**src/sv/dtlr_pkg.sv**
```systemverilog
package dtlr_pkg;

   // Depth store geometry
   localparam int DEPTH_SIDE  = 64;
   localparam int STORE_DEPTH = DEPTH_SIDE * DEPTH_SIDE;
   localparam int ADDR_W      = $clog2(STORE_DEPTH);

   // Field widths
   localparam int COORD_W = 12;
   localparam int DEPTH_W = 16;
   localparam int ERR_W   = 14;
   localparam int GLYPH_W = 8;
   localparam int COLOR_W = 4;
   localparam int PIX_W   = 6;
   localparam int CFG_W   = 7;

   // Visible area never exceeds the store nor the pixel field range
   localparam int PIX_LIMIT = 1 << PIX_W;
   localparam int VIS_MAX   = (DEPTH_SIDE < PIX_LIMIT) ? DEPTH_SIDE : PIX_LIMIT;

   // Value of a cleared depth entry: -100.0 in signed Q8.8
   localparam logic signed [DEPTH_W-1:0] CLEAR_DEPTH = DEPTH_W'(-25600);

   // Register map
   localparam int CSR_IDX_W = 1;
   localparam logic [CSR_IDX_W-1:0] REG_SCREEN_COLS  = 1'b0;
   localparam logic [CSR_IDX_W-1:0] REG_SCREEN_LINES = 1'b1;
   localparam logic [CFG_W-1:0]     SCREEN_RESET     = CFG_W'(64);

   // Item modes
   localparam logic MODE_CLEAR = 1'b0;
   localparam logic MODE_DRAW  = 1'b1;

   // Divider iteration counter
   localparam int DIV_CNT_W = $clog2(DEPTH_W + 1);

   typedef enum logic [2:0] {
      ST_IDLE,
      ST_CLEAR,
      ST_DIVIDE,
      ST_WALK,
      ST_FINISH
   } state_type;

   typedef struct packed {
      logic               start;
      logic [DEPTH_W-1:0] dividend;
      logic [COORD_W-1:0] divisor;
   } div_req_type;

   typedef struct packed {
      logic               done;
      logic [DEPTH_W-1:0] quotient;
      logic [COORD_W-1:0] remainder;
   } div_rsp_type;

endpackage

```
**src/sv/dtlr_div.sv**
```systemverilog
module dtlr_div
   import dtlr_pkg::*;
(
   input  logic        clock,
   input  logic        reset,
   input  div_req_type div_req,
   output div_rsp_type div_rsp
);

   logic [DEPTH_W-1:0]   dvd_ff, dvd_in;
   logic [DEPTH_W-1:0]   quo_ff, quo_in;
   logic [COORD_W-1:0]   rem_ff, rem_in;
   logic [DIV_CNT_W-1:0] cnt_ff, cnt_in;
   logic                 done_ff, done_in;
   logic [COORD_W:0]     trial;
   logic                 fits;

   // Restoring division, one quotient bit per cycle
   always_comb begin
      trial   = {rem_ff, dvd_ff[DEPTH_W-1]};
      fits    = trial >= {1'b0, div_req.divisor};
      dvd_in  = dvd_ff;
      quo_in  = quo_ff;
      rem_in  = rem_ff;
      cnt_in  = cnt_ff;
      done_in = 1'b0;
      if (div_req.start) begin
         dvd_in = div_req.dividend;
         quo_in = '0;
         rem_in = '0;
         cnt_in = DIV_CNT_W'(DEPTH_W);
      end else if (cnt_ff != '0) begin
         dvd_in  = {dvd_ff[DEPTH_W-2:0], 1'b0};
         quo_in  = {quo_ff[DEPTH_W-2:0], fits};
         rem_in  = fits ? COORD_W'(trial - {1'b0, div_req.divisor}) : COORD_W'(trial);
         cnt_in  = cnt_ff - DIV_CNT_W'(1);
         done_in = (cnt_ff == DIV_CNT_W'(1));
      end
   end

   always_ff @(posedge clock) begin
      if (reset) begin
         cnt_ff  <= '0;
         done_ff <= 1'b0;
      end else begin
         cnt_ff  <= cnt_in;
         done_ff <= done_in;
      end
   end

   always_ff @(posedge clock) begin
      dvd_ff <= dvd_in;
      quo_ff <= quo_in;
      rem_ff <= rem_in;
   end

   assign div_rsp.done      = done_ff;
   assign div_rsp.quotient  = quo_ff;
   assign div_rsp.remainder = rem_ff;

endmodule

```
**config.mk**
```make
export PLATFORM = sky130hd
export DESIGN_NAME = dtlr_div
export DESIGN_NICKNAME = d
export VERILOG_FILES = /design/src/sv/dtlr_pkg.sv /design/src/sv/dtlr_div.sv
export SDC_FILE = /design/constraint.sdc
export NUM_CORES = 1
export LEC_CHECK = 0
export ABC_AREA = 0
export BUFFER_PORTS_ARGS = -buffer_cell sky130_fd_sc_hd__buf_4
export CAP_MARGIN = 20
export CORE_MARGIN = 1.5
export CORE_UTILIZATION = 45
export CTS_CLUSTER_SIZE = 16
export DETAILED_ROUTE_END_ITERATION = 12
export GPL_TIMING_DRIVEN = 0
export MAX_ROUTING_LAYER = met4
export PLACE_DENSITY = 0.66
export SLEW_MARGIN = 15
export SYNTH_ARGS = -nofsm -noshare
export SYNTH_HDL_FRONTEND = slang
export SYNTH_SLANG_ARGS = --single-unit
```
**constraint.sdc**
```tcl
create_clock -name clock -period 3.1 [get_ports clock]
set_input_delay 0.155 -clock clock [delete_from_list [all_inputs] [get_ports clock]]
set_output_delay 0.155 -clock clock [all_outputs]
set_load 0.02 [all_outputs]
```
* Word-level counts from Yosys, hierarchy flattened
Cells that the tools add are included.
** Storage, ports and cells
- Memories kept :: 0
- Memory bits (writable) :: 0
- Flip-flop bits (word level) :: 50
- Bits in latches :: 0
- Output and inout port bits :: 29
- ROM bits :: 0
- Input port bits :: 31
** Operators by class
- $mul :: 0
- Multiplexer cells :: 5
- Magnitude comparators :: 1
- Bitwise operators :: 1
- Add/subtract/negate cells :: 2
- Shift-type cells :: 0
- Reductions and logical operators :: 4
- Divide/modulo/power cells :: 0
- Equal/unequal tests :: 1
** Operators by type and width (number)
- $mux W16 :: 2
- $ge A13 B12 Y1 :: 1
- $mux W12 :: 1
- $sub A12 B12 Y12 :: 1
- $mux W5 :: 2
- $eq A5 B1 Y1 const B :: 1
- $reduce_bool A5 Y1 :: 1
- $sub A5 B1 Y5 const B :: 1
- $reduce_or A3 Y1 :: 1
- $reduce_bool A2 Y1 :: 1
- $reduce_or A2 Y1 :: 1
- $not A1 Y1 :: 1

* Logic depth before layout (Yosys ltp)
Gate-level depths: netlist (run 1).
- Word-level depth :: 3
- Mapped depth :: 10

* Worst setup path after synthesis (run 1)
No wires, ideal clock.
- Path kind :: register to register
- Start :: register rem_ff[2]
- End :: register rem_ff[7]
- Arrival time :: 2485 ps
- Stages on the path, launching flop included :: 9
- Period minus slack after synthesis :: 2573 ps
- Data required time :: 3012 ps
- Slack :: 527 ps
- Library setup time :: 88 ps
- Cells stage by stage :: dfxtp_1 > ha_1 > and3_4 > o21a_1 > or3_1 > buf_2 > or4b_1 > a31o_1 > a311oi_2
** Between the ends
- Cells in the longest elaborated chain, start to end :: 2
- Elaborated cells on any way between the ends :: 3
- Classes of those cells :: 1 x add/sub; 1 x order compare; 1 x mux
** Ends and longest elaborated chain
- start, declared :: line dtlr_div.sv:12 : logic [COORD_W-1:0] rem_ff, rem_in;
- start signal, assigned :: line dtlr_div.sv:54 : rem_ff <= rem_in;
- $sub A12 B12 Y12 or $ge A13 B12 Y1 (tied branches) :: line dtlr_div.sv:35, dtlr_div.sv:21
- $mux W12 (*) :: line dtlr_div.sv:35 : rem_in = fits ? COORD_W'(trial - {1'b0, div_req.divisor}) : COORD_W'(trial);
Every way passes the cells marked *; elsewhere a longest branch is shown, timed or not.
A chain may end at the register's enable or synchronous reset.

* Worst setup path after layout (run 1)
- Start :: register rem_ff[2]
- End :: register rem_ff[2]
** Between the ends
- Cells in the longest elaborated chain, start to end :: 2
** Ends and longest elaborated chain
- $ge A13 B12 Y1 :: line dtlr_div.sv:21 : fits = trial >= {1'b0, div_req.divisor};
- $mux W12 :: line dtlr_div.sv:35
No other way between the ends.

==> results of run 1 <==
-- how the worst max path moves through the flow --
stage | startpoint | to | slack (ns) | depth (start not counted)
after CTS | rem_ff[2] | rem_ff[5] | 0.43 | 9
final | rem_ff[2] | rem_ff[2] | 0.46 | 9
after global placement | rem_ff[2] | rem_ff[5] | 0.45 | 9
after global routing | cnt_ff[3] | dvd_ff[4] | 0.26 | 5
after detailed placement | cnt_ff[3] | dvd_ff[6] | 0.46 | 5
after floorplan | rem_ff[2] | rem_ff[7] | 0.53 | 8
-- synth_stat cells, types with 3 or more instances --
cell type	instances
inv_1	19
ha_1	14
a211oi_1	3
xnor2_1	6
o21a_1	5
nor2_1	21
nor2b_1	5
nand3_1	4
dfxtp_1	34
or3_1	3
nand2_1	48
a311oi_1	5
nand4b_1	3
a21oi_1	25
o21ai_0	10
nor3_1	5
mux2_2	15
edfxtp_1	16
clkbuf_1	12
nor4_1	4
-- final cells by class --
cell class                 count  share of cell area
buffer                        15              0.0190
multi-input combinational    210               0.420
clock buffer                   6              0.0220
inverter                      19              0.0217
tap                           72              0.0274
timing repair buffer          59               0.134
sequential                    50               0.353
clock inverter                 2             0.00266
-- sequential cells by signal, indices dropped and copies added (netlist names) --
signal and cells:
cnt_ff 5, done_ff 1, dvd_ff 16, quo_ff 16, rem_ff 12
-- metal layers --
layer  vias up  global-route usage  routed length [um]
li1       1185                   -                   -
met1      1084               0.277                2890
met2        64               0.296                2570
met3         7              0.0375                 340
met4         0              0.0621                  69
met5         -                   -                   0
-- kinds of logic (layout without fill, tap and decap cells) --
group | count (synthesis) | in the layout | share of synthesized area
AOI/OAI and AO/OA | 70 | 70 | 0.176
and+or+nand+nor | 101 | 101 | 0.174
DFF | 50 | 50 | 0.433
adders and majority gates | 15 | 15 | 0.0729
xor gates and xnor gates | 7 | 7 | 0.0229
muxes | 17 | 17 | 0.0710
buffers and inverters | 34 | 101 | 0.0500
-- worst max-delay path, cell delays in order (launching register included) --
cell and delay (ns):
dfxtp_1 0.41, ha_1 0.32, and3_4 0.20, o21a_1 0.12, or3_1 0.33, buf_2 0.16, a211oi_2 0.40, buf_2 0.30
nand2_1 0.07, a311oi_1 0.23
-- layout by cell type, fill, tap and decap left out, drive strengths merged, types with 2 or more instances in the layout --
cell type	count
o21a	5
or3	3
o31ai	2
o21ai	11
ha	14
nor2b	5
edfxtp	16
inv	19
nand3	4
a21o	2
o31a	2
and3	3
nand4b	3
clkinv	2
nor2	21
mux2	16
a211oi	4
xnor2	6
nand2	48
dfxtp	34
clkbuf	18
a2111oi	2
a21oi	25
a311oi	6
a211o	2
nor3	5
and2	2
buf	62
nor4	4
a41oi	2
-- where the power goes --
group	internal [mW]	switching, mW	leakage [nW]
sequential	0.812	0.0951	0.442
clock	0.155	0.201	0.0426
combinational	0.480	0.662	0.915
total	1.45	0.958	1.40
==> impl_metrics.env, run 1 <==
export IMPL_vias_per_cell=5.40
export IMPL_outcome="completed"
export IMPL_cp_arrival_ns=2.85
export IMPL_antenna_left=0
export IMPL_htreeDepth=2
export IMPL_start_util=0.478
export IMPL_numCtsBuffers=5
export IMPL_nets=406
export IMPL_post_cts_resized=0
export IMPL_cp_start_kind="flop"
export IMPL_r2r_start="rem_ff[2]"
export IMPL_instances_no_fill=433
export IMPL_final_area_um2=3290
export IMPL_clkSlewWorstSetupHoldPaths_ns=0.08
export IMPL_grt_pass1_wl_um=9660
export IMPL_drtIter0Drc=147
export IMPL_fillers=555
export IMPL_min_from="reset"
export IMPL_end_kind="flop"
export IMPL_synth_top_cell_area_share=0.254
export IMPL_syn_area_per_cell_um2=9.11
export IMPL_dpl_cell_area_um2=3210
export IMPL_critical_path_class="reg2reg"
export IMPL_grt_max_degree=17
export IMPL_yosys_most_used_dff="dfxtp_1"
export IMPL_final_core_util=0.587
export IMPL_tns_ns=0
export IMPL_rows=27
export IMPL_r2r_end="rem_ff[2]"
export IMPL_yosysWarnings=0
export IMPL_antenna_cells=0
export IMPL_worstMarginPinSlew_ns=0.636
export IMPL_cp_max_fo=10
export IMPL_coreArea_um2=5610
export IMPL_tritoncts="done"
export IMPL_place_ws_ns=0.461
export IMPL_synthArstFlopShare=0
export IMPL_fp_dieH_um=80.2
export IMPL_post_cts_buffers=0
export IMPL_synth_edf_count=16
export IMPL_die_w_um=80.2
export IMPL_root_buffer="clkbuf_8"
export IMPL_flow_area_growth_from_synthesis_pct=22.9
export IMPL_slew_viol_final=0
export IMPL_yosysTopAreaCell="dfxtp_1"
export IMPL_power_mw=2.41
export IMPL_period_needed_ns=2.64
export IMPL_insertion_delay_ns=0.30
export IMPL_p_leak_nw=1.40
export IMPL_clk_path_buf_depth=2
export IMPL_skew_ns=0.00804
export IMPL_fmax_mhz=379
export IMPL_drc=0
export IMPL_fp_dieArea_um2=6420
export IMPL_first_global_vias=2093
export IMPL_holdWs_ns=0.0633
export IMPL_wire_per_inst_um=13.6
export IMPL_hold_viol=0
export IMPL_drt_total_wl_um=5870
export IMPL_synth_seq_cells=50
export IMPL_multiInputGateArea_um2=1380
export IMPL_synth_nets=340
export IMPL_min_path_cells=2
export IMPL_grt_overflow=0
export IMPL_synth_area_leaders="dfxtp_1 25%, edfxtp_1 18%, nand2_1 6.7%"
export IMPL_grt_antenna_before_repair=0
export IMPL_ff2ff_path_depth=9
export IMPL_rrSetupSlack_ns=0.46
export IMPL_ys_seq_area_frac=0.433
export IMPL_num_vias=2340
export IMPL_portBuffers=59
export IMPL_p_per_area_nw_per_um2=730
export IMPL_ir_drop_mv=0.389
export IMPL_dp_hpwl_um=4390
export IMPL_synth_cell_type_count=48
export IMPL_cts_sinks=50
export IMPL_worst_ep_required_time_ns=3.31
export IMPL_min_path_type="in2reg"
export IMPL_dp_cells=425
export IMPL_slew_headroom=0.575
export IMPL_cap_viol_max_count=0
export IMPL_hold_end="cnt_ff[4]"
export IMPL_ios=60
export IMPL_drtPass1Iterations=4
export IMPL_gp_congestion=0.879
export IMPL_rsz0062_at_grt="false"
export IMPL_netlist_instances=294
export IMPL_finalCritPeriodShare=0.851
export IMPL_setup_violations=0
export IMPL_synth_area_um2=2680
export IMPL_hold_buffers=0
export IMPL_setup_ws_ns=0.462
export IMPL_regArea_um2=1160
export IMPL_grtUsageTotal=0.200
export IMPL_drive_above_1_share=0.238
Note: power is estimated with default switching activity, not from simulation.
==> run 2: changes to the inputs <==
CORE_UTILIZATION = 35   (was 45)
PLACE_DENSITY = 0.54   (was 0.66)
==> run 2 against run 1 <==
Effect of this change: non-clock buffer count did not move; sequential share of layout area fell by 0.61 points; cell area rose by 1.7%; sequential power barely moved; critical path type unchanged; via count fell by 0.90%; largest power group unchanged; register-to-register slack got worse by 0.09 ns; largest cell class unchanged.
==> impl_metrics.env, run 2 (synthesis gave the netlist of run 1 again) <==
export IMPL_setup_ws_ns=0.376
export IMPL_worst_ep_required_time_ns=3.32
export IMPL_clk_path_buf_depth=2
export IMPL_crit_buf_inv=2
export IMPL_drtPass1Iterations=4
export IMPL_antenna_cells=0
export IMPL_drtIter0Drc=71
export IMPL_setup_violations=0
export IMPL_worstMarginPinSlew_ns=0.643
export IMPL_hold_buffers=0
export IMPL_slew_viol_final=0
export IMPL_fp_dieH_um=90.5
export IMPL_die_w_um=90.5
export IMPL_vias_per_cell=5.04
export IMPL_cpMostUsedCell="buf_2"
export IMPL_dp_hpwl_um=4660
export IMPL_rrSetupSlack_ns=0.38
export IMPL_nets=406
export IMPL_multiInputGateArea_um2=1380
export IMPL_drive_above_1_share=0.244
export IMPL_num_vias=2319
export IMPL_fillers=735
export IMPL_ios=60
export IMPL_reg_largest_list="dvd_ff (16), quo_ff (16), rem_ff (12)"
export IMPL_hold_viol=0
export IMPL_crit_family="compound AO/OA/AOI/OAI gates"
export IMPL_grtUsageTotal=0.162
export IMPL_cp_cell_sequence="ha_1, and3_4, o21a_1, or3_1, buf_2, a211oi_2, buf_2, nand2_1, a311oi_1"
export IMPL_insertion_delay_ns=0.31
export IMPL_cp_max_fo=10
export IMPL_cts_sinks=50
export IMPL_numCtsBuffers=5
export IMPL_cp_start_kind="flop"
export IMPL_slowest_delay_ns=0.43
export IMPL_dpl_cell_area_um2=3250
export IMPL_flow_area_growth_from_synthesis_pct=25.1
export IMPL_antenna_left=0
export IMPL_grt_max_degree=17
export IMPL_tns_ns=0
export IMPL_root_buffer="clkbuf_8"
export IMPL_regArea_um2=1160
export IMPL_grt_pass1_wl_um=10400
export IMPL_post_cts_buffers=0
export IMPL_final_cell_mix="60 x buf_4, 48 x nand2_1, 34 x dfxtp_1"
export IMPL_portBuffers=59
export IMPL_slew_headroom=0.570
export IMPL_gp_congestion=0.756
export IMPL_p_per_area_nw_per_um2=743
export IMPL_clkSlewWorstSetupHoldPaths_ns=0.10
export IMPL_p_leak_nw=1.41
export IMPL_skew_ns=0.0121
export IMPL_period_needed_ns=2.72
export IMPL_drt_total_wl_um=6290
export IMPL_grt_overflow=0
export IMPL_drc=0
export IMPL_outcome="completed"
export IMPL_post_cts_resized=0
export IMPL_fmax_mhz=367
export IMPL_tritoncts="done"
export IMPL_place_ws_ns=0.413
export IMPL_min_path_type="in2reg"
export IMPL_final_area_um2=3350
export IMPL_htreeDepth=2
export IMPL_final_common_cell="buf_4"
export IMPL_rows=31
export IMPL_cap_viol_max_count=0
export IMPL_end_kind="flop"
export IMPL_cp_arrival_ns=2.94
export IMPL_start_util=0.365
export IMPL_rsz0062_at_grt="false"
export IMPL_ir_drop_mv=0.291
export IMPL_critical_path_class="reg2reg"
export IMPL_first_global_vias=2141
export IMPL_finalCritPeriodShare=0.879
export IMPL_coreArea_um2=7330
export IMPL_power_mw=2.49
export IMPL_cp_slowest_cell="dfxtp_1"
export IMPL_grt_antenna_before_repair=0
export IMPL_fp_dieArea_um2=8190
export IMPL_wire_per_inst_um=13.7
[run 2: cell types whose count changed in the layout (fill, tap and decap cells not counted), sizes merged]
| cell | change |
|---|---|
| clkbuf | +1 |
| clkinv | -1 |
[run 2: layout make-up]
class                   count  area share
plain buffers              15      0.0187
clock buffers               7      0.0288
clock inverters             1     0.00261
inverters                  19      0.0213
multi-input cells         210       0.413
flip-flops and latches     50       0.347
well taps                  99      0.0370
repair buffers             59       0.132
[run 2: worst paths after layout]
| path | start | to | cells after the start |
|---|---|---|---|
| setup / recovery | rem_ff[2] | rem_ff[3] | 9 |
| setup reg to reg | rem_ff[2] | rem_ff[3] | 9 |
| hold / removal | reset | cnt_ff[4] | 2 |
| hold reg to reg | quo_ff[15] | quo_ff[15] | 2 |
[run 2: power breakdown]
group / total, mW / switching (mW) / leakage, nW / internal, mW
sequential: 0.910 / 0.0989 / 0.442 / 0.811
clock: 0.427 / 0.222 / 0.0544 / 0.205
combinational: 1.15 / 0.671 / 0.915 / 0.480
total: 2.49 / 0.992 / 1.41 / 1.50
[run 2: routing by layer]
layer / up-vias / GRT usage / part of all wire
li1: 1177 / - / -
met1: 1082 / 0.226 / 0.52
met2: 53 / 0.235 / 0.43
met3: 7 / 0.0286 / 0.038
met4: 0 / 0.0516 / 0.0073
met5: - / - / 0
[run 2: through the flow]
| stage | hold WS (ns) | std cells | utilization |
|---|---|---|---|
| finish | 0.0467 | 460 | 0.457 |
| global route | 0.0271 | 460 | 0.457 |
| CTS | 0.0353 | 460 | 0.457 |
| detailed placement | 0.377 | 452 | 0.443 |
| global placement | 0.375 | 452 | 0.443 |
| floorplan | 0.227 | 294 | - |
